**config.mk**
```make
export PLATFORM = sky130hd
export DESIGN_NAME = rsam_ram
export DESIGN_NICKNAME = d
export VERILOG_FILES = /design/src/rsam_ram.sv
export SDC_FILE = /design/constraint.sdc
export NUM_CORES = 1
export LEC_CHECK = 0
export BUFFER_PORTS_ARGS = -buffer_cell sky130_fd_sc_hd__buf_4
export CAP_MARGIN = 20
export CELL_PAD_IN_SITES_DETAIL_PLACEMENT = 2
export CELL_PAD_IN_SITES_GLOBAL_PLACEMENT = 2
export CORE_MARGIN = 2
export CORE_UTILIZATION = 44
export CTS_CLUSTER_SIZE = 25
export DETAILED_ROUTE_END_ITERATION = 10
export PLACE_DENSITY_LB_ADDON = 0.1
export SLEW_MARGIN = 5
export SYNTH_ARGS = -nofsm -noshare
export SYNTH_HDL_FRONTEND = slang
export SYNTH_SLANG_ARGS = --single-unit
```
**constraint.sdc**
```tcl
create_clock -name clock -period 2.3 [get_ports clock]
set_input_delay 0.23 -clock clock [delete_from_list [all_inputs] [get_ports clock]]
set_output_delay 0.23 -clock clock [all_outputs]
set_load 0.02 [all_outputs]
```
**src/rsam_ram.sv**
```systemverilog
// ----------------------------------------------------------------------------
// rsam_ram
// Generic single-write, single-read RAM with registered read data.
// ----------------------------------------------------------------------------
module rsam_ram #(
   parameter int WIDTH = 16,
   parameter int DEPTH = 16
) (
   input  logic                     clock,
   input  logic                     wr_en,
   input  logic [$clog2(DEPTH)-1:0] wr_addr,
   input  logic [WIDTH-1:0]         wr_data,
   input  logic [$clog2(DEPTH)-1:0] rd_addr,
   output logic [WIDTH-1:0]         rd_data
);
   logic [WIDTH-1:0] mem_ff [DEPTH];
   logic [WIDTH-1:0] rd_data_ff;

   always_ff @(posedge clock) begin
      if (wr_en) begin
         mem_ff[wr_addr] <= wr_data;
      end
      rd_data_ff <= mem_ff[rd_addr];
   end

   assign rd_data = rd_data_ff;
endmodule

```
# Word-level counts from Yosys, hierarchy flattened
# Memory sizes are Yosys's and may differ from the RTL's. A register that Yosys moved wholly into a read port is not among the register bits.
# Index checks and enable logic that the tools add are counted.
# word_totals
regBits	0
ramBits	256
inputBits	26
out_inout_bits	16
mem_count	1
# mem_list
name	words	width	rd	rd_clocked_by_memory_dff	write_ports	line	source
mem_ff	16	16	1	1	1	16	logic [WIDTH-1:0] mem_ff [DEPTH];
# op_classes
muxes	2
# ops
cell	n
$mux W1	2

# Depth between registers and ports, before layout
# logic_depth
depth_word	2
depth_mapped	5
mapped_depth_nobuf	3

# Least setup slack after synthesis
# No wires, ideal clock.
# synth_timing
kind	input -> register
from	in wr_addr[2]
to	mem mem_ff[0][0] (enable)
setup_time_ns	0.409
arrival_ns	1.876
path_slack_ns	0.015
path_stages	2
n_path_buf	0
cell_sequence	or3b_2 > nor3_1
# synth_lines
item	line	source
start, declared	11	input logic [$clog2(DEPTH)-1:0] wr_addr,
end, declared	16	
# No word-level cell before the write port.

==> flow_metrics.env <==
export IMPL_run_status="finished, final reports clean"
export IMPL_die_w_um=155
export IMPL_synth_cell_area_mm2=0.0100
export IMPL_hold_viol=0
export IMPL_cts_sinks=272
export IMPL_antenna_found_initial=0
export IMPL_fmaxAchievable_mhz=726
export IMPL_grt_setup_unrepaired="no"
export IMPL_max_slew_margin_pct=21.4
export IMPL_cts_tree="built"
export IMPL_worstSetupPathType="flip-flop to flip-flop"
export IMPL_htreeDepth=1
export IMPL_ys_types=19
export IMPL_crit_required_ps=2730
export IMPL_p_clk_share_pct=43.6
export IMPL_place_detailed_hpwl_um=14300
export IMPL_cts_buffers_inserted=28
export IMPL_yosysWarnings=0
export IMPL_worst_slew_pin_transition_ps=1170
export IMPL_cts_buffer_depth=3
export IMPL_wl_met1_um=10700
export IMPL_numPortBuffers=41
export IMPL_synth_nets=458
export IMPL_gp_congestion=0.731
export IMPL_drive_gt1_share_pct=34.3
export IMPL_reg2reg_slack_ps=920
export IMPL_total_power_w=0.0110
export IMPL_ios=42
export IMPL_timing_final_max_slew_violations=0
export IMPL_crit_path_end_kind="flip-flop"
export IMPL_final_common_cell="edfxtp_1"
export IMPL_p_leak_nw=3.98
export IMPL_cp_start_kind="flip-flop"
export IMPL_drtIter0Drc=479
export IMPL_internal_power_w=0.00873
export IMPL_ctsResizeCount=0
export IMPL_root_buffer="clkbuf_16"
export IMPL_met2_length_um=12300
export IMPL_post_synth_cell_area_avg_um2=23.2
export IMPL_grt_pass1_vias=5399
export IMPL_ys_seq_elements=272
export IMPL_drtAntennaViolNets=0
export IMPL_period_share_pct=59.8
export IMPL_initial_core_util_pct=44.6
export IMPL_worstPathArrival_ps=1810
export IMPL_dp_cells=767
export IMPL_viasPerCell=5.81
export IMPL_clkSlewWorstSetupHoldPaths_ps=60
export IMPL_final_cell_mix="256 x edfxtp_1, 66 x buf_4, 54 x mux4_2, 32 x a22oi_1, 29 x clkbuf_16"
export IMPL_skew_ps=14.5
export IMPL_cts_setup_buffers=0
export IMPL_dieArea_mm2=0.0240
export IMPL_routed_wl_um=25000
export IMPL_p_seq_share_pct=50.9
export IMPL_num_rows=55
export IMPL_wire_per_inst_um=30.1
export IMPL_postCtsHoldBufs=11
export IMPL_hold_path_class="input pin to flip-flop"
export IMPL_grt_ovfl_total=0
export IMPL_cap_violations=0
export IMPL_grt_pass1_wl_um=36700
export IMPL_holdPathStages=1
export IMPL_p_comb_share_pct=5.5
export IMPL_worstSkewPairLatency_ps=550
export IMPL_switching_share_pct=20.4
export IMPL_drc_errors=0
export IMPL_track_usage_pct=21.5
export IMPL_rr_worst_depth=3
export IMPL_synth_cells=432
export IMPL_vias=4826
export IMPL_setup_violations=0
export IMPL_power_density_mw_per_mm2=912
export IMPL_maxUsedRoutingLayer="met4"
export IMPL_dieHeight_um=155
export IMPL_grt_max_degree=38
export IMPL_diodes=0
export IMPL_period_needed_ps=1380
export IMPL_final_setup_tns_ps=0
export IMPL_hold_slack_ps=13.3
export IMPL_core_area_mm2=0.0225
export IMPL_layout_cells_non_filler=830
export IMPL_wl_met3_um=1420
export IMPL_switching_power_w=0.00223
export IMPL_final_nets=549
export IMPL_syn_to_final_growth_pct=19.7
export IMPL_dr_pass1_iters=4
export IMPL_ir_drop_v=0.000795
export IMPL_critPathMaxFanout=1
export IMPL_ys_seq_area_share_pct=79.7
## state kept, by name, summed over array words and instances, names as in the netlist
signal and flops:
mem_ff 256, rd_data 16
## Yosys cell counts
cell type / number / area share [%]
dfxtp_1: 16 / 3.2
mux4_2: 54 / 12
or3b_2: 1 / 0.087
edfxtp_1: 256 / 77
nor3_1: 4 / 0.20
buf_1: 3 / 0.11
clkbuf_1: 8 / 0.30
nand3_1: 1 / 0.050
a22oi_1: 32 / 2.4
mux4_1: 10 / 2.6
buf_6: 4 / 0.45
nor2b_1: 2 / 0.12
nor2_1: 13 / 0.49
buf_4: 3 / 0.22
nand2b_1: 2 / 0.12
and2_1: 1 / 0.062
nand2_1: 17 / 0.64
nand3b_1: 2 / 0.15
buf_2: 3 / 0.15
## path summary, 6_finish.rpt
path | to | startpoint
max | rd_data[10] | mem_ff[1][10]
min reg2reg | rd_data[8] | mem_ff[15][8]
max reg2reg | rd_data[10] | mem_ff[1][10]
min | mem_ff[2][1] | wr_data[1]
## worst max-delay path, cell delays in order (launching register included)
cell	delay, ps
edfxtp_1	420
mux4_1	560
a22oi_1	220
nand2_1	70
## routing by layer
layer / GRT usage [%] / vias to the layer above
met5: 0 / -
met4: 5.07 / 0
met3: 3.76 / 35
met2: 35.3 / 136
met1: 30.4 / 2635
li1: - / 2020
## power groups by stage
| stage | combinational (W) | sequential (W) | clock [W] |
|---|---|---|---|
| 4_1_cts | 0.000614 | 0.00559 | 0.00487 |
| 3_5_place_dp | 0.000595 | 0.00569 | 0 |
| 5_1_grt | 0.000647 | 0.00559 | 0.00506 |
| 6_report | 0.000600 | 0.00558 | 0.00478 |
| 3_3_place_gp | 0.000564 | 0.00568 | 0 |
| 2_1_floorplan | 0.000270 | 0.00571 | 0 |
## stage by stage
stage          area, µm²  util (%)  setup slack, ps
6_report           12000      53.4              923
5_1_grt            12000      53.4              858
3_5_place_dp       10900      48.6              419
2_1_floorplan      10000         -             14.9
3_3_place_gp       10900      48.5              512
4_1_cts            12000      53.4              906
## kinds of logic (layout without fill, tap and decap cells)
logic type / after synthesis / count (layout) / synth area share (%)
flops: 272 / 272 / 79.7
simple gates: 43 / 43 / 1.92
compound gates: 32 / 32 / 2.39
mux: 64 / 64 / 14.7
buf+inv: 21 / 134 / 1.23
## final cells by class
class                   instances  area (µm²)
clock inverters                12         155
flip-flops and latches        272        8010
clock buffers                  40         827
multi-input cells             139        1970
repair buffers                 82         713
fillers                      1867       10500
well taps                     285         357
Power figures use the tool's default switching activity.
