[src/rsam_div.sv]
// ----------------------------------------------------------------------------
// rsam_div
// Restoring unsigned divider, one quotient bit per cycle.
// ----------------------------------------------------------------------------
module rsam_div #(
   parameter int DW = 32,
   parameter int VW = 16
) (
   input  logic          clock,
   input  logic          reset,
   input  logic          start,
   input  logic [DW-1:0] dividend,
   input  logic [VW-1:0] divisor,
   output logic          done,
   output logic [DW-1:0] quotient
);
   localparam int CNT_W = $clog2(DW + 1);

   logic [VW-1:0]    rem_ff;
   logic [DW-1:0]    quo_ff;
   logic [VW-1:0]    dsr_ff;
   logic [CNT_W-1:0] cnt_ff;
   logic             busy_ff;
   logic             done_ff;
   logic [VW:0]      shifted;
   logic             ge;

   assign shifted = {rem_ff, quo_ff[DW-1]};
   assign ge      = shifted >= {1'b0, dsr_ff};

   always_ff @(posedge clock) begin
      if (reset) begin
         busy_ff <= 1'b0;
         done_ff <= 1'b0;
      end else begin
         done_ff <= 1'b0;
         if (start) begin
            busy_ff <= 1'b1;
            cnt_ff  <= CNT_W'(DW);
            rem_ff  <= '0;
            quo_ff  <= dividend;
            dsr_ff  <= divisor;
         end else if (busy_ff) begin
            rem_ff <= ge ? VW'(shifted - {1'b0, dsr_ff}) : shifted[VW-1:0];
            quo_ff <= {quo_ff[DW-2:0], ge};
            cnt_ff <= cnt_ff - 1'b1;
            if (cnt_ff == CNT_W'(1)) begin
               busy_ff <= 1'b0;
               done_ff <= 1'b1;
            end
         end
      end
   end

   assign done     = done_ff;
   assign quotient = quo_ff;
endmodule

[config.mk]
export PLATFORM = sky130hd
export DESIGN_NAME = rsam_div
export DESIGN_NICKNAME = d
export VERILOG_FILES = /design/src/rsam_div.sv
export SDC_FILE = /design/constraint.sdc
export NUM_CORES = 1
export LEC_CHECK = 0
export BUFFER_PORTS_ARGS = -buffer_cell sky130_fd_sc_hd__buf_2
export CAP_MARGIN = 20
export CORE_MARGIN = 4
export CORE_UTILIZATION = 51
export CTS_BUF_LIST = sky130_fd_sc_hd__clkbuf_4
export DETAILED_ROUTE_END_ITERATION = 12
export GPL_ROUTABILITY_DRIVEN = 0
export GPL_TIMING_DRIVEN = 1
export PLACE_DENSITY = 0.77
export RECOVER_POWER = 100
export REMOVE_ABC_BUFFERS = 1
export SKIP_LAST_GASP = 1
export SYNTH_ARGS = -nofsm -noshare
export SYNTH_HDL_FRONTEND = slang
export SYNTH_SLANG_ARGS = --single-unit
[constraint.sdc]
create_clock -name clock -period 3.7 [get_ports clock]
set_clock_uncertainty 0.15 [all_clocks]
set_input_delay 0.185 -clock clock [delete_from_list [all_inputs] [get_ports clock]]
set_output_delay 0.185 -clock clock [all_outputs]
set_load 0.01 [all_outputs]
# [Yosys cells after proc, flatten, opt, wreduce, memory -nomap -nowiden]
# Index checks and enable logic that the tools add are counted.
[word_totals] register_bits=72 latch_bits=0 ram_bits=0 rom_bits=0 input_bits=51 out_inout_bits=33 elab_cells=25 n_memories=0
[classes] addsub=2 multipliers=0 div_mod_pow=0 n_lt_le_gt_ge=1 eq_ne=1 n_shift=0 mux=9 bitwise_logic=2 n_reduce_logical=4
[op_table] op="32-bit 2-to-1 mux" n=2
[op_table] op="16-bit 2-to-1 mux" n=2
[op_table] op="17-bit by 16-bit greater-or-equal comparator with 1-bit output" n=1
[op_table] op="16-bit subtractor" n=1
[op_table] op="6-bit by 1-bit equality test with 1-bit output (second input constant)" n=1
[op_table] op="6-bit 2-to-1 mux" n=1
[op_table] op="6-bit by 1-bit subtractor with 6-bit output (second input constant)" n=1
[op_table] op="1-bit 2-to-1 mux" n=4
[op_table] op="2-bit AND reduction" n=2
[op_table] op="3-bit OR reduction" n=1
[op_table] op="1-bit inverter" n=2
[op_table] op="2-bit nonzero test" n=1

# [Longest topological paths before layout]
[logic_depth] depth_word=4 depth_mapped=9 depth_no_buf=9

# [Worst setup path after synthesis]
# Ideal clock, no wire load.
[synth_timing] kind="input-to-reg" from="in start" to="reg cnt_ff[0] (enable)" setup_time_ps=467 t_arrival_ps=2875 t_required_ps=3083 slack_ps=209 stages=4 n_path_buf=2 path_cell_list="clkbuf_1 > buf_6 > nor2_1 > nor2_1"
[synth_between] elab_chain_len=2
[synth_rtl] item="start: declaration" line_no="11" rtl="input logic start,"
[synth_rtl] item="2-bit nonzero test (no line)"
[synth_rtl] item="2-bit AND reduction (no line)"
[synth_rtl] item="end signal: assignment" line_no="39" rtl="cnt_ff <= CNT_W'(DW);"
[synth_rtl] item="end signal: assignment" line_no="46" rtl="cnt_ff <= cnt_ff - 1'b1;"
[synth_rtl] item="end: declaration" line_no="22" rtl="logic [CNT_W-1:0] cnt_ff;"
# Every way passes these cells.
# A chain may end at the register's enable or synchronous reset.

# [Worst setup path after layout]
[layout_timing] from="reg rem_ff[13]" to="reg quo_ff[0], in the netlist quotient[0] (data pin)"
[layout_between] elab_chain_len=3
[layout_rtl] item="start: declaration" line_no="19" rtl="logic [VW-1:0] rem_ff;"
[layout_rtl] item="start signal: assignment" line_no="44" rtl="rem_ff <= ge ? VW'(shifted - {1'b0, dsr_ff}) : shifted[VW-1:0];"
[layout_rtl] item="17-bit by 16-bit greater-or-equal comparator with 1-bit output" line_no="29" rtl="assign ge = shifted >= {1'b0, dsr_ff};"
[layout_rtl] item="32-bit 2-to-1 mux" line_no="43" rtl="end else if (busy_ff) begin"
[layout_rtl] item="32-bit 2-to-1 mux" line_no="37" rtl="if (start) begin"
[layout_rtl] item="end signal: assignment" line_no="41" rtl="quo_ff <= dividend;"
[layout_rtl] item="end signal: assignment" line_no="45" rtl="quo_ff <= {quo_ff[DW-2:0], ge};"
[layout_rtl] item="end: declaration" line_no="20" rtl="logic [DW-1:0] quo_ff;"
# Every way passes these cells. The select of a mux whose other input is x is not followed.

==> results_dict.tcl <==
set metrics [dict create \
    path_cells "ha_1 -> a21o_1 -> a211o_1 -> a31oi_1 -> and2_0 -> nand2_4 -> mux2_2" \
    cts.htree.levels 3 \
    post-route-min-period_ns 3.138 \
    synth_seq_cells 72 \
    p_per_area_nw_per_um2 390.4 \
    cp_top_family "compound AO/OA/AOI/OAI gates" \
    min_path_type "input pin to flip-flop" \
    clk_path_buf_depth 2 \
    n_antenna_cell 0 \
    required_ns 3.74 \
    max_stage_delay_ns 0.58 \
    ys_types 52 \
    dpl.hpwl_um 6255 \
    die_w_um 95.88 \
    drive_above_1_share 0.2306 \
    area.growth.synth_to_final_pct 27.41 \
    setup.worst_path.start_class "flip-flop" \
    clock_latency_ns 0.42 \
    cp_num_buf_inv 0 \
    ir_drop_mv 0.2737 \
    grt_pass1_vias 3345 \
    antenna_found_initial 0 \
    hold_viol_final 0 \
    synth_edf_count 70 \
    cp_slowest_cell "and2_0" \
    r2r_start "rem_ff[13]$_SDFFCE_PP0P_" \
    drv_slew 31 \
    rr_worst_depth 7 \
    maxSlewHeadroom -0.08517 \
    synth_area_um2 3939 \
    ant_nets 0 \
    setup_viol 0 \
    final_common_cell "edfxtp_1" \
    yosys_warnings 0 \
    fin_nets 529 \
    die_height_um 95.88 \
    firstDrtPassIters 4 \
    rows 31 \
    async_flop_share 0 \
    postCtsSetupRepairBufs 0 \
    worstMarginPinSlew_ns 1.628 \
    tns_ns 0 \
    io_pins 84 \
    syn_avg_cell_area_um2 12.27 \
    wirelength_um 9578 \
    p_leak_nw 1.960 \
    rsz0062_at_grt "no" \
    dr_total_vias 3158 \
    grt_max_degree 31 \
    drt_iter0_markers 229 \
    viasPerCell 5.609 \
    crit_fanout 10 \
    nFillCells 592 \
    maxCapViolCount 1 \
    violations "max-capacitance violations, max-slew violations" \
    synth_seq_area_share 0.5438 \
    drc 0 \
    critPathCapture "quotient[0]$_DFFE_PP_" \
    cts-root-buf "clkbuf_4" \
    cts_inserted_buffers 9 \
    wl_per_cell_um 17.01 \
    grt_pass1_wl_um 15940 \
    fin_crit_sh 0.8482 \
    final_util 0.6810 \
    coreArea_um2 7370 \
    final_cell_mix "70 x edfxtp_1, 49 x dlygate4sd3_1, 49 x buf_2" \
    cp-startpoint "rem_ff[13]$_SDFFCE_PP0P_" \
    syn_inst 321 \
    fmax_ghz 0.3186 \
    clk_pin_slew_ns 0.13 \
    placed_area_um2 4469 \
    track_usage 0.2262 \
    ys.flop_type "edfxtp_1" \
    cts_tree "done" \
    critPathCaptureType "flip-flop" \
    crit_cells 7 \
    start_util 0.5345 \
    port_buffers 83 \
    status "complete, but fails checks" \
    crit_type "flip-flop to flip-flop" \
    cts.sinks 72 \
    grt_overflow 0 \
    regToRegSetupSlack_ns 0.56 \
    fin_area_um2 5019 \
    crit_arrival_ns 3.17 \
    die_area_um2 9193 \
    reg2reg_to "quotient[0]$_DFFE_PP_" \
]
## how the worst min path moves through the flow
stage / depth (start not counted) / to / from / slack, ns
2_1_floorplan: 1 / busy_ff$_SDFF_PP0_ / reset / 0.11
3_3_place_gp: 1 / dsr_ff[6]$_DFFE_PP_ / divisor[6] / 0.21
3_5_place_dp: 1 / dsr_ff[8]$_DFFE_PP_ / divisor[8] / 0.21
4_1_cts: 2 / cnt_ff[0]$_SDFFCE_PP0P_ / start / 0.1
5_1_grt: 2 / dsr_ff[8]$_DFFE_PP_ / divisor[8] / 0.30
6_report: 2 / dsr_ff[8]$_DFFE_PP_ / divisor[8] / 0.31
## state kept, by name, indices dropped and copies added, names as in the netlist
name	count
dsr_ff	16
cnt_ff	6
busy_ff	1
done	1
quotient	32
rem_ff	16
## Yosys cell counts, drive strengths merged, types with 3 or more instances
cell,count,share of area
edfxtp,70,0.53
mux2,33,0.094
a21oi,21,0.028
inv,20,0.019
nor2,20,0.019
ha,18,0.057
o21ai,18,0.026
nand2,14,0.015
nand3,11,0.014
nor3,7,0.0089
a211oi,5,0.0095
buf,5,0.011
o22ai,5,0.0079
clkbuf,4,0.0038
nor2b,4,0.0064
o211ai,4,0.0076
o21a,4,0.0076
xnor2,4,0.0089
xor2,4,0.0089
a211o,3,0.0067
a21o,3,0.0057
a31oi,3,0.0064
and3,3,0.0048
o31ai,3,0.0057
or3,3,0.0048
## stage by stage
step / hold WS (ns) / worst slack (ns) / cells / power, mW
global route: 0.3019 / 0.3326 / 563 / 2.067
CTS: 0.09733 / 0.8012 / 563 / 1.975
detailed placement: 0.2132 / 0.8158 / 498 / 1.479
global placement: 0.2131 / 0.9181 / 498 / 1.463
finish: 0.3148 / 0.5615 / 563 / 1.959
floorplan: 0.1130 / 0.4500 / 312 / 1.337
## power by group
group | switching, mW | total, mW | internal [mW]
Combinational | 0.266 | 0.491 | 0.226
Sequential | 0.0339 | 1.01 | 0.976
Clock | 0.313 | 0.458 | 0.145
## routing by layer
layer	part of all wire	global-route usage	vias to the layer above
met5	0	0	-
met4	0.019	0.06043	0
met3	0.077	0.07271	20
met2	0.51	0.3926	128
met1	0.39	0.2704	1507
li1	-	-	1503
## logic make-up after synthesis
kind of cell	count (synthesis)	share of synthesized area
flops	72	0.5438
mux	34	0.09689
simple gates	76	0.1055
fa+ha+maj	19	0.06226
xor+xnor	8	0.01779
buf+inv	30	0.03494
compound gates	82	0.1388
## timing repair
| item | 4_1_cts | 5_1_grt |
|---|---|---|
| endpoints found under the hold margin | 49 | 0 |
| hold buffers | 49 | 0 |
| resized for setup | 0 | 0 |
## area by class of cell
type	count	area [µm²]	area share
Clock buffer	9	67.56	0.01346
Clock inverter	7	55.05	0.01097
Inverter	21	78.83	0.01571
Multi-Input combinational cell	219	1660	0.3308
Sequential cell	72	2142	0.4268
Tap cell	99	123.9	0.02468
Timing Repair Buffer	136	890.9	0.1775
Note: power is estimated with default switching activity, not from simulation.
