--- src/rsam_sqrt.sv ---
// ----------------------------------------------------------------------------
// rsam_sqrt
// Digit-by-digit integer square root, one root bit per cycle.
// ----------------------------------------------------------------------------
module rsam_sqrt #(
   parameter int RW = 32
) (
   input  logic            clock,
   input  logic            reset,
   input  logic            start,
   input  logic [2*RW-1:0] radicand,
   output logic            done,
   output logic [RW-1:0]   root
);
   localparam int CNT_W = $clog2(RW + 1);

   logic [2*RW-1:0]  rad_ff;
   logic [RW:0]      rem_ff;
   logic [RW-1:0]    root_ff;
   logic [CNT_W-1:0] cnt_ff;
   logic             busy_ff;
   logic             done_ff;
   logic [RW+2:0]    rem_sh;
   logic [RW+2:0]    trial;
   logic             ge;

   assign rem_sh = {rem_ff, rad_ff[2*RW-1 -: 2]};
   assign trial  = {1'b0, root_ff, 2'b01};
   assign ge     = rem_sh >= trial;

   always_ff @(posedge clock) begin
      if (reset) begin
         busy_ff <= 1'b0;
         done_ff <= 1'b0;
      end else begin
         done_ff <= 1'b0;
         if (start) begin
            busy_ff <= 1'b1;
            cnt_ff  <= CNT_W'(RW);
            rad_ff  <= radicand;
            rem_ff  <= '0;
            root_ff <= '0;
         end else if (busy_ff) begin
            rem_ff  <= ge ? (RW+1)'(rem_sh - trial) : rem_sh[RW:0];
            root_ff <= {root_ff[RW-2:0], ge};
            rad_ff  <= {rad_ff[2*RW-3:0], 2'b00};
            cnt_ff  <= cnt_ff - 1'b1;
            if (cnt_ff == CNT_W'(1)) begin
               busy_ff <= 1'b0;
               done_ff <= 1'b1;
            end
         end
      end
   end

   assign done = done_ff;
   assign root = root_ff;
endmodule
--- config.mk ---
export PLATFORM = sky130hd
export DESIGN_NAME = rsam_sqrt
export DESIGN_NICKNAME = d
export VERILOG_FILES = /design/src/rsam_sqrt.sv
export SDC_FILE = /design/constraint.sdc
export NUM_CORES = 1
export LEC_CHECK = 0
export BUFFER_PORTS_ARGS = -buffer_cell sky130_fd_sc_hd__buf_2
export CAP_MARGIN = 30
export CORE_MARGIN = 8
export CORE_UTILIZATION = 55
export CTS_BUF_LIST = sky130_fd_sc_hd__clkbuf_8
export DETAILED_ROUTE_END_ITERATION = 8
export GPL_TIMING_DRIVEN = 0
export HOLD_SLACK_MARGIN = 0.12
export PLACE_DENSITY = 0.86
export SLEW_MARGIN = 25
export SYNTH_ARGS = -nofsm -noshare
export SYNTH_HDL_FRONTEND = slang
export SYNTH_SLANG_ARGS = --single-unit
--- constraint.sdc ---
create_clock -name clock -period 13.15 [get_ports clock]
set_input_delay 3.945 -clock clock [delete_from_list [all_inputs] [get_ports clock]]
set_output_delay 3.945 -clock clock [all_outputs]
set_load 0.05 [all_outputs]
* After elaboration in Yosys (flattened, before gate mapping) *
Cells that the tools add are included.

word-level totals
  register bits = 137
  bits of input ports = 67
  output and inout bits = 33
  logic and storage cells = 25

operators by class
  add/sub/neg operators = 2
  order comparisons = 1
  eq/ne operators = 1
  multiplexer cells = 10
  bitwise operators = 2
  reduce and logical (&&, ||, !) cells = 3

operators with widths
  operator               count
  $mux W64               2
  $mux W33               2
  $ge A35 B34 Y1         1
  $sub A33 B33 Y33       1
  $mux W32               1
  $eq A6 B1 Y1 const B   1
  $mux W6                1
  $sub A6 B1 Y6 const B  1
  $mux W1                4
  $reduce_or A3 Y1       1
  $not A1 Y1             2
  $reduce_and A2 Y1      1
  $reduce_bool A2 Y1     1

* Depth between registers and ports, before layout *
Gate-level depths: netlist (run 1).

  word-level depth = 4
  mapped depth = 14
  depth with buffers taken out = 11

* Worst setup path after synthesis (run 1) *
Ideal clock, no wire load.

  kind = input port to flip-flop
  start = input start
  end = register cnt_ff[0] (enable)
  arrival = 10113 ps
  data required time = 12520 ps
  slack = 2406 ps
  stages on the path = 4
  cell sequence = clkbuf_1 clkbuf_1 nor2_1 nor2_1

on the way
  longest elaborated chain between the ends = 2

ends and longest elaborated chain
  item                          line  RTL
  from (decl)                   10    input logic start,
  $reduce_bool A2 Y1 (no line)  -
  $reduce_and A2 Y1 (no line)   -
  to (signal assigned)          39    cnt_ff <= CNT_W'(RW);
  to (signal assigned)          47    cnt_ff <= cnt_ff - 1'b1;
  to (decl)                     20    logic [CNT_W-1:0] cnt_ff;

Every way passes these cells.
A chain may end at the register's enable or synchronous reset.

* Worst setup path after layout (run 1) *
  start = input start
  end = register root_ff[13] (netlist: root[13]) (enable)

on the way
  longest elaborated chain between the ends = 2

ends and longest elaborated chain
  item                          line  RTL
  $reduce_bool A2 Y1 (no line)  -
  $reduce_and A2 Y1 (no line)   -
  to (signal assigned)          45    root_ff <= {root_ff[RW-2:0], ge};
  to (decl)                     19    logic [RW-1:0] root_ff;

Every way passes these cells.

==> impl_metrics.ini, run 1 <==
[flow_run]
max_cap_violations = 0

[critical_path]
slowest_stage = nor2_4
crit_buf_inv = 6
crit_path_end_kind = flip-flop
cp_max_fo = 24
start_kind = input pin
crit_required_ns = 13.31
path_class = in2reg
path_depth = 8
ff2ff_path_depth = 12
crit_family = buffers and inverters
rrSetupSlack_ns = 9.93
crit_chain = buf_2, clkbuf_1, clkbuf_1, nor2_1, nor2_4, buf_16, buf_12, buf_16
slowest_delay_ns = 0.54
cp.arrival_ns = 6.28

[detailed_routing]
drc = 0
wirelength_um = 17100
wire_per_inst_um = 18.0
route.vias.total = 5362
via_per_inst = 5.65
drt-initial-drc-count = 462
final_antenna_net_count = 0
drt-pass1-iter-count = 5

[global_routing]
grt_pass1_vias = 5707
grt_max_degree = 31
overflow = 0
grt_antenna_before_repair = 1
grt_pass1_wl_um = 27800
track_usage_pct = 19.7

[synthesis]
synth_edf_count = 135
netlist_area_um2 = 7530
synth_top_cells_by_area = edfxtp_1, mux2_2, ha_1
ys_warn_count = 0
ys.flop_type = edfxtp_1
synth.distinct_cells = 61
seq_area_frac_synth_pct = 54.4
synth_top_area_share_pct = 53.8
ys_ff_latch = 137
yosysTopAreaCell = edfxtp_1
syn_inst = 637
synth_nets = 740
async_flop_share_pct = 0
avgSynthCellArea_um2 = 11.8

[sta]
maxSlewViolCount = 0
fin_crit_ns = 6.12
fin_crit_sh_pct = 46.5
rsz0062_at_grt = false
max_freq_mhz = 164
hold_viol_final = 0
setup_violations = 0
finClkSkew_ns = 0.0110
slew_headroom_pct = 54.0
worst_pin_slew_ns = 0.689
fin_hold_ws_ns = 0.545

[hold_path]
min_path_type = reg2reg
whs_path_depth = 1

[cts]
cts_tree = built
hold_buffers = 0
cts_buffers = 17
root_buffer = clkbuf_8
post_cts_buffers = 0
cts_resized = 0
cts.sinks = 137
htreeDepth = 4
clock_latency_ns = 0.46
clk_path_buf_depth = 2
clk_pin_slew_ns = 0.08

[pwr]
power.density_nw_per_um2 = 135
leakage_nw = 3.55
total_power_mw = 1.18
vdd_drop_max_v = 0.0000941

[finish]
instances_no_fill = 949
final_common_cell = edfxtp_1
drive_gt1_share_pct = 27.2
final_cell_mix = edfxtp_1, buf_2, nor2_1, mux2_2, inv_1
insertedDiodeCount = 0
fillers = 1023
synthToLayoutAreaGrowth_pct = 15.8
final_nets = 863

[floorplan]
die_h_um = 133
ios = 100
fp.dieW_um = 133
coreArea_um2 = 13300
fp-row-count = 42
dieArea_um2 = 17700
initial_utilization_pct = 56.7

[place]
place_inst = 917
place_hpwl_um = 12800
gp_congestion = 0.921
port_buffers = 99

[status]
status = complete, no violations
==> layer usage <==
layer	track usage [%]	vias up	wire [µm]
li1	-	2569	-
met1	22.7	2559	6790
met2	32.2	201	8300
met3	8.21	31	1700
met4	7.38	2	316
met5	0	-	13
==> cell families (layout without fill, tap and decap cells) <==
logic type | Yosys count | in the layout | share of synthesized area [%]
DFF | 137 | 137 | 54.4
xor gates and xnor gates | 31 | 31 | 3.60
AOI/OAI and AO/OA | 115 | 115 | 9.82
adders and majority gates | 36 | 36 | 5.98
muxes | 82 | 82 | 11.9
and+or+nand+nor | 161 | 161 | 10.2
buffers and inverters | 75 | 211 | 4.12
==> power by group <==
part	switching (mW)	internal, mW	leakage, nW
sequential	0.0154	0.527	1.32
combinational	0.187	0.130	2.05
clock	0.183	0.134	0.176
total	0.385	0.790	3.55
==> cell type report <==
| cell class | instances | area, µm² | area share, % |
|---|---|---|---|
| tap | 176 | 220 | 2.52 |
| clock buffer | 17 | 234 | 2.68 |
| buffer | 22 | 106 | 1.22 |
| timing repair buffer | 104 | 611 | 7.00 |
| multi-input combinational | 425 | 3140 | 35.9 |
| clock inverter | 15 | 119 | 1.36 |
| inverter | 53 | 204 | 2.34 |
| sequential | 137 | 4090 | 46.9 |
==> sequential cells by signal (all words and copies together), names as in the netlist <==
signal   flops
rad_ff      64
rem_ff      33
root        32
cnt_ff       6
busy_ff      1
done         1
==> cell usage after synthesis, types with 4 or more instances <==
master / number
edfxtp_1: 135
clkbuf_1: 17
o21bai_1: 4
xnor2_1: 18
and2_1: 4
nand3_1: 8
a21oi_1: 34
mux2i_1: 20
inv_1: 52
nand2_1: 23
a211oi_1: 6
nor2b_1: 7
o21ai_0: 29
nand3b_1: 8
xor2_1: 13
nor3_1: 9
a21o_1: 9
ha_1: 36
o21a_1: 5
a31oi_1: 4
mux2_2: 62
nor2_1: 78
nand4_1: 4
==> through the flow <==
stage / TNS, ns / instance area, µm² / util, % / worst slack, ns
after global routing: 0 / 8720 / 65.6 / 6.92
after floorplan: 0 / 7530 / - / 2.41
after global placement: -25.15 / 8250 / 62.0 / -0.192
final: 0 / 8720 / 65.6 / 7.03
after detailed placement: 0 / 8370 / 63.0 / 6.54
after CTS: 0 / 8720 / 65.6 / 7.05
==> final timing paths <==
path | start | to
max | start | root[13]
min | busy_ff | done
max reg2reg | root[1] | rem_ff[25]
min reg2reg | busy_ff | done
No activity file was read; power rests on OpenSTA's default activity.
==> run 2, diff against run 1 <==
--- a/config.mk
+++ b/config.mk
@@ -8,12 +8,12 @@
 export BUFFER_PORTS_ARGS = -buffer_cell sky130_fd_sc_hd__buf_2
 export CAP_MARGIN = 30
 export CORE_MARGIN = 8
-export CORE_UTILIZATION = 55
+export CORE_UTILIZATION = 54
 export CTS_BUF_LIST = sky130_fd_sc_hd__clkbuf_8
 export DETAILED_ROUTE_END_ITERATION = 8
 export GPL_TIMING_DRIVEN = 0
 export HOLD_SLACK_MARGIN = 0.12
-export PLACE_DENSITY = 0.86
+export PLACE_DENSITY = 0.87
 export SLEW_MARGIN = 25
 export SYNTH_ARGS = -nofsm -noshare
 export SYNTH_HDL_FRONTEND = slang
==> constraint.sdc (replaced) <==
create_clock -name clock -period 5.6 [get_ports clock]
set_input_delay 1.68 -clock clock [delete_from_list [all_inputs] [get_ports clock]]
set_output_delay 1.68 -clock clock [all_outputs]
set_load 0.05 [all_outputs]
==> run 2 against run 1 <==
- sequential power rose by 130%
- final cell count rose by 0.53%
- combinational power rose by 140%
- clock power up 130%
- cell area is 0.26% higher
- non-clock buffer count increased by 1
- wire length shrank 2.4%
- power is 130% higher
- clock skew increased by 0.0012 ns
- die area grew 1.6%
- critical endpoint is now root[1]
- highest routed layer unchanged
==> impl_metrics.ini, run 2 (synthesis results as in run 1) <==
[floorplan]
fp-row-count = 43
dieArea_um2 = 18000
die_h_um = 134
fp.dieW_um = 134
coreArea_um2 = 13800
initial_utilization_pct = 54.7
ios = 100

[finish]
top_register = rad_ff
largest_reg_flops = 64
insertedDiodeCount = 0
final_common_cell = edfxtp_1
drive_gt1_share_pct = 26.9
synthToLayoutAreaGrowth_pct = 16.1
final_nets = 864
final_cell_mix = edfxtp_1, buf_2, nor2_1, mux2_2, inv_1
instances_no_fill = 954
fillers = 1105

[pwr]
seq_power_share_pct = 46.3
internal-power_mw = 1.89
switching_share_pct = 31.4
p_switching_mw = 0.863
pwr-share-clk_pct = 26.7
leakage_nw = 3.57
vdd_drop_max_v = 0.000207
combPwrFrac_pct = 27.0
power.density_nw_per_um2 = 314

[detailed_routing]
wire_per_inst_um = 17.5
route.vias.total = 5329
wirelength_um = 16700
drc = 0
via_per_inst = 5.59
final_antenna_net_count = 0
drt-pass1-iter-count = 5
drt-initial-drc-count = 489

[sta]
setup_violations = 0
rsz0062_at_grt = false
maxSlewViolCount = 0
max_freq_mhz = 282
hold_viol_final = 0
fin_crit_sh_pct = 63.4
finClkSkew_ns = 0.0122
slew_headroom_pct = 55.2
fin_crit_ns = 3.55
fin_ws_ns = 2.05
worst_pin_slew_ns = 0.667
fin_setup_tns_ns = 0

[critical_path]
cp_max_fo = 27
crit_buf_inv = 5
crit_chain = buf_2, clkbuf_1, clkbuf_1, nor2_1, nor2_4, buf_16, buf_12
crit_path_end_kind = flip-flop
cpMostUsedCell = clkbuf_1
slowest_stage = clkbuf_1
cp.arrival_ns = 3.70
crit_family = buffers and inverters
ff2ff_path_depth = 10
path_class = in2reg
start_kind = input pin
path_depth = 7
crit_required_ns = 5.76
slowest_delay_ns = 0.48

[cts]
cts_tree = built
cts.sinks = 137
cts_buffers = 17
cts_resized = 0
hold_buffers = 0
clk_path_buf_depth = 2
post_cts_buffers = 0
root_buffer = clkbuf_8
clk_pin_slew_ns = 0.07
htreeDepth = 4
clock_latency_ns = 0.46

[place]
dp_slack_ns = 1.56
place_inst = 922
port_buffers = 99
gp_congestion = 0.901
place_hpwl_um = 12500

[status]
status = complete, no violations

[global_routing]
grt_pass1_wl_um = 27300
grt_pass1_vias = 5557
overflow = 0
grt_antenna_before_repair = 2
track_usage_pct = 19.3
grt_max_degree = 28

[hold_path]
whs_path_depth = 1
min_path_type = reg2reg

[flow_run]
max_cap_violations = 0
run 2: changes by cell type in the layout (fill, tap and decap cells not counted), sizes merged:
| cell | previous run | this run |
|---|---|---|
| buf | 109 | 110 |
| bufinv | 0 | 1 |
| clkinv | 4 | 8 |
| clkinvlp | 3 | 2 |
| inv | 61 | 57 |
run 2: final timing paths:
path,from,end,slack [ns]
min,rad_ff[60],rad_ff[62],0.55
max reg2reg,rem_ff[8],rem_ff[1],2.28
max,start,root[1],2.05
min reg2reg,rad_ff[60],rad_ff[62],0.55
run 2: layout make-up:
cell class,count,area (µm²),share of cell area [%]
Buffer,22,106,1.22
Clock inverter,15,114,1.30
Multi-Input combinational cell,425,3140,35.9
Sequential cell,137,4090,46.8
Inverter,53,204,2.33
Tap cell,180,225,2.58
Timing Repair Buffer,105,633,7.24
Clock buffer,17,234,2.68
run 2: metrics by stage:
| step | hold WS (ns) | total power [mW] | util (%) | instance area [µm²] |
|---|---|---|---|---|
| detailed placement | 0.535 | 2.03 | 61.0 | 8400 |
| floorplan | 0.507 | 1.84 | - | 7540 |
| global route | 0.562 | 2.88 | 63.5 | 8750 |
| finish | 0.551 | 2.75 | 63.5 | 8750 |
| global placement | 0.528 | 2.00 | 60.0 | 8260 |
| CTS | 0.555 | 2.76 | 63.5 | 8750 |
run 2: power groups by stage:
| stage | combinational (mW) | clock, mW | sequential (mW) |
|---|---|---|---|
| 5_1_grt | 0.819 | 0.785 | 1.28 |
| 6_report | 0.743 | 0.733 | 1.27 |
| 4_1_cts | 0.742 | 0.747 | 1.27 |
| 3_5_place_dp | 0.737 | 0 | 1.29 |
| 3_3_place_gp | 0.704 | 0 | 1.30 |
| 2_1_floorplan | 0.507 | 0 | 1.34 |
run 2: layer usage:
layer  wire length (µm)  vias up  track usage [%]
met1               6830     2506             22.8
met5                 21        -                0
li1                   -     2580                -
met3               1750       31             8.04
met2               7810      208             31.3
met4                299        4             6.24
==> run 3, diff against run 2 <==
--- a/config.mk
+++ b/config.mk
@@ -5,15 +5,16 @@
 export SDC_FILE = /design/constraint.sdc
 export NUM_CORES = 1
 export LEC_CHECK = 0
+export ABC_AREA = 1
 export BUFFER_PORTS_ARGS = -buffer_cell sky130_fd_sc_hd__buf_2
 export CAP_MARGIN = 30
 export CORE_MARGIN = 8
-export CORE_UTILIZATION = 54
+export CORE_UTILIZATION = 55
 export CTS_BUF_LIST = sky130_fd_sc_hd__clkbuf_8
 export DETAILED_ROUTE_END_ITERATION = 8
 export GPL_TIMING_DRIVEN = 0
 export HOLD_SLACK_MARGIN = 0.12
-export PLACE_DENSITY = 0.87
+export PLACE_DENSITY = 0.88
 export SLEW_MARGIN = 25
 export SYNTH_ARGS = -nofsm -noshare
 export SYNTH_HDL_FRONTEND = slang
==> constraint.sdc (replaced) <==
create_clock -name clock -period 3.25 [get_ports clock]
set_input_delay 0.975 -clock clock [delete_from_list [all_inputs] [get_ports clock]]
set_output_delay 0.975 -clock clock [all_outputs]
set_load 0.05 [all_outputs]
==> run 3 against run 2 <==
- utilization increased by 1.5 points
- register-to-register slack got worse by 1.5 ns
- worst hold slack worse by 0.034 ns
- first-iteration DRC count decreased by 8.6%
- count of clock-buffer cells in the layout is the same
- clock skew is 0.00087 ns higher
- flip-flop and latch count unchanged
- power rose by 78%
- area after synthesis increased by 13%
- non-clock buffer count up 9
- critical endpoint is now rem_ff[2]
- largest cell class unchanged
- largest power group unchanged
==> impl_metrics.ini, run 3 <==
[cts]
cts_resized = 0
post_cts_buffers = 0
root_buffer = clkbuf_8
clk_pin_slew_ns = 0.10
hold_buffers = 0
clock_latency_ns = 0.48
clk_path_buf_depth = 2
cts_tree = built
cts_buffers = 17
htreeDepth = 4
cts.sinks = 137

[place]
place_hpwl_um = 16500
gp_congestion = 0.929
port_buffers = 98
dpl-instance-area_um2 = 9490
dp_slack_ns = 0.349
place_inst = 1391

[finish]
final_nets = 1325
insertedDiodeCount = 0
finalInstanceArea_um2 = 9870
synthToLayoutAreaGrowth_pct = 15.9
largest_reg_flops = 64
drive_gt1_share_pct = 14.7
instances_no_fill = 1423
top_register = rad_ff
final_cell_mix = nand2_1, nor2_1, inv_1, edfxtp_1, buf_2
final_common_cell = nand2_1

[synthesis]
synth_top_area_share_pct = 47.6
netlist_area_um2 = 8520
ys.flop_type = edfxtp_1
ys_ff_latch = 137
syn_inst = 1098
seq_area_frac_synth_pct = 48.0
synth_nets = 1201
avgSynthCellArea_um2 = 7.76
ys_top_cells_by_count = nand2_1, nor2_1, edfxtp_1, inv_1, ha_1
synth.distinct_cells = 38
synth_top_cells_by_area = edfxtp_1, nand2_1, nor2_1
async_flop_share_pct = 0
synth.most_common_cell = nand2_1
synth_edf_count = 135
ys_warn_count = 0
yosysTopAreaCell = edfxtp_1

[floorplan]
die_h_um = 140
dieArea_um2 = 19700
ios = 100
initial_utilization_pct = 56.1
fp.dieW_um = 140
fp-row-count = 45
coreArea_um2 = 15200

[critical_path]
crit_path_end_kind = flip-flop
crit_end = rem_ff[2]
ff2ff_path_depth = 14
r2r_end = rem_ff[2]
path_class = reg2reg
start_kind = flip-flop
cp.arrival_ns = 2.73
rrSetupSlack_ns = 0.75
rr_startpoint = rem_ff[17]
cp_max_fo = 10
crit_start = rem_ff[17]
crit_required_ns = 3.48

[sta]
setup_violations = 0
fin_crit_ns = 2.50
maxSlewViolCount = 0
max_freq_mhz = 399
hold_viol_final = 0
worst_pin_slew_ns = 0.868
slew_headroom_pct = 42.1
fin_hold_ws_ns = 0.517
fin_ws_ns = 0.745
fin_crit_sh_pct = 77.1
finClkSkew_ns = 0.0131
rsz0062_at_grt = false

[detailed_routing]
via_per_inst = 5.17
wirelength_um = 20900
top_layer_used = met4
drc = 0
met1_length_um = 9100
dr_wl_met2_um = 10000
dr_wl_met3_um = 1330
route.vias.total = 7350
drt-initial-drc-count = 447
final_antenna_net_count = 0
wire_per_inst_um = 14.7
drt-pass1-iter-count = 5

[pwr]
pwr-share-clk_pct = 28.6
switching_share_pct = 35.6
combPwrFrac_pct = 26.9
p_switching_mw = 1.74
internal-power_mw = 3.14
vdd_drop_max_v = 0.000287
power.density_nw_per_um2 = 494
seq_power_share_pct = 44.4
leakage_nw = 4.95

[global_routing]
grt_pass1_vias = 7432
track_usage_pct = 22.0
grt_antenna_before_repair = 0
overflow = 0
grt_pass1_wl_um = 34700
grt_max_degree = 24

[status]
status = complete, no violations

[hold_path]
min_path_type = reg2reg

[flow_run]
max_cap_violations = 0
## run 3: cell count changes in the layout (fill, tap and decap cells not counted), sizes merged, moves of 19 or more
cell,change
o21ai,-24
nor2,+79
nand2,+434
nand3,+19
mux2i,-20
mux2,-62
inv,+94
## run 3: worst min path at each step
stage                  to  cells past startpoint  slack, ns  startpoint
2_1_floorplan        done                      2       0.47     busy_ff
3_3_place_gp         done                      2       0.48     busy_ff
3_5_place_dp    rad_ff[3]                      2       0.50   rad_ff[1]
4_1_cts        rad_ff[10]                      2       0.52   rad_ff[8]
5_1_grt              done                      2       0.53     busy_ff
6_report       rad_ff[10]                      2       0.52   rad_ff[8]
## run 3: routing by layer
layer | GRT usage (%) | vias up
met4 | 8.99 | 0
met1 | 26.7 | 3360
li1 | - | 3710
met5 | 0 | -
met2 | 37.6 | 242
met3 | 4.62 | 38
## run 3: kinds of logic (layout without fill, tap and decap cells)
group           after synthesis  after routing  share of synthesized area, %
simple gates                688            688                          33.7
buf+inv                     172            309                          8.15
flops                       137            137                          48.0
compound gates               50             50                          3.32
fa+ha+maj                    36             36                          5.28
xor+xnor                     15             15                          1.54
## run 3: cell type report
| cell class | count | area (µm²) |
|---|---|---|
| Fill cell | 1306 | 5330 |
| Sequential cell | 137 | 4090 |
| Multi-Input combinational cell | 789 | 3750 |
| Timing Repair Buffer | 105 | 683 |
| Inverter | 141 | 534 |
| Tap cell | 188 | 235 |
| Clock buffer | 17 | 234 |
| Buffer | 31 | 196 |
| Clock inverter | 15 | 151 |
## run 3: critical path, cell delays in order, from the launching register on
cell and delay [ns]:
edfxtp_1 0.47, ha_1 0.41, nand2_2 0.11, nor2_2 0.20
nand2_2 0.10, nor2_2 0.17, a21oi_2 0.10, nand2_4 0.09
nor2_8 0.05, nand2_4 0.08, buf_12 0.13, buf_8 0.14
nand2_1 0.07, nand2_1 0.06, nor2_1 0.07
## run 3: power groups by stage
stage,clock (mW),combinational [mW],sequential (mW)
global route,1.49,1.47,2.18
CTS,1.42,1.31,2.17
finish,1.40,1.31,2.17
floorplan,0,0.871,2.28
detailed placement,0,1.30,2.21
global placement,0,1.23,2.21
## run 3: through the flow
step	util (%)	TNS, ns	total power [mW]
final	65.0	0	4.88
after global routing	65.0	0	5.14
after CTS	65.0	0	4.90
after detailed placement	62.4	0	3.51
after global placement	61.2	-211.07	3.44
after floorplan	-	-95.08	3.15
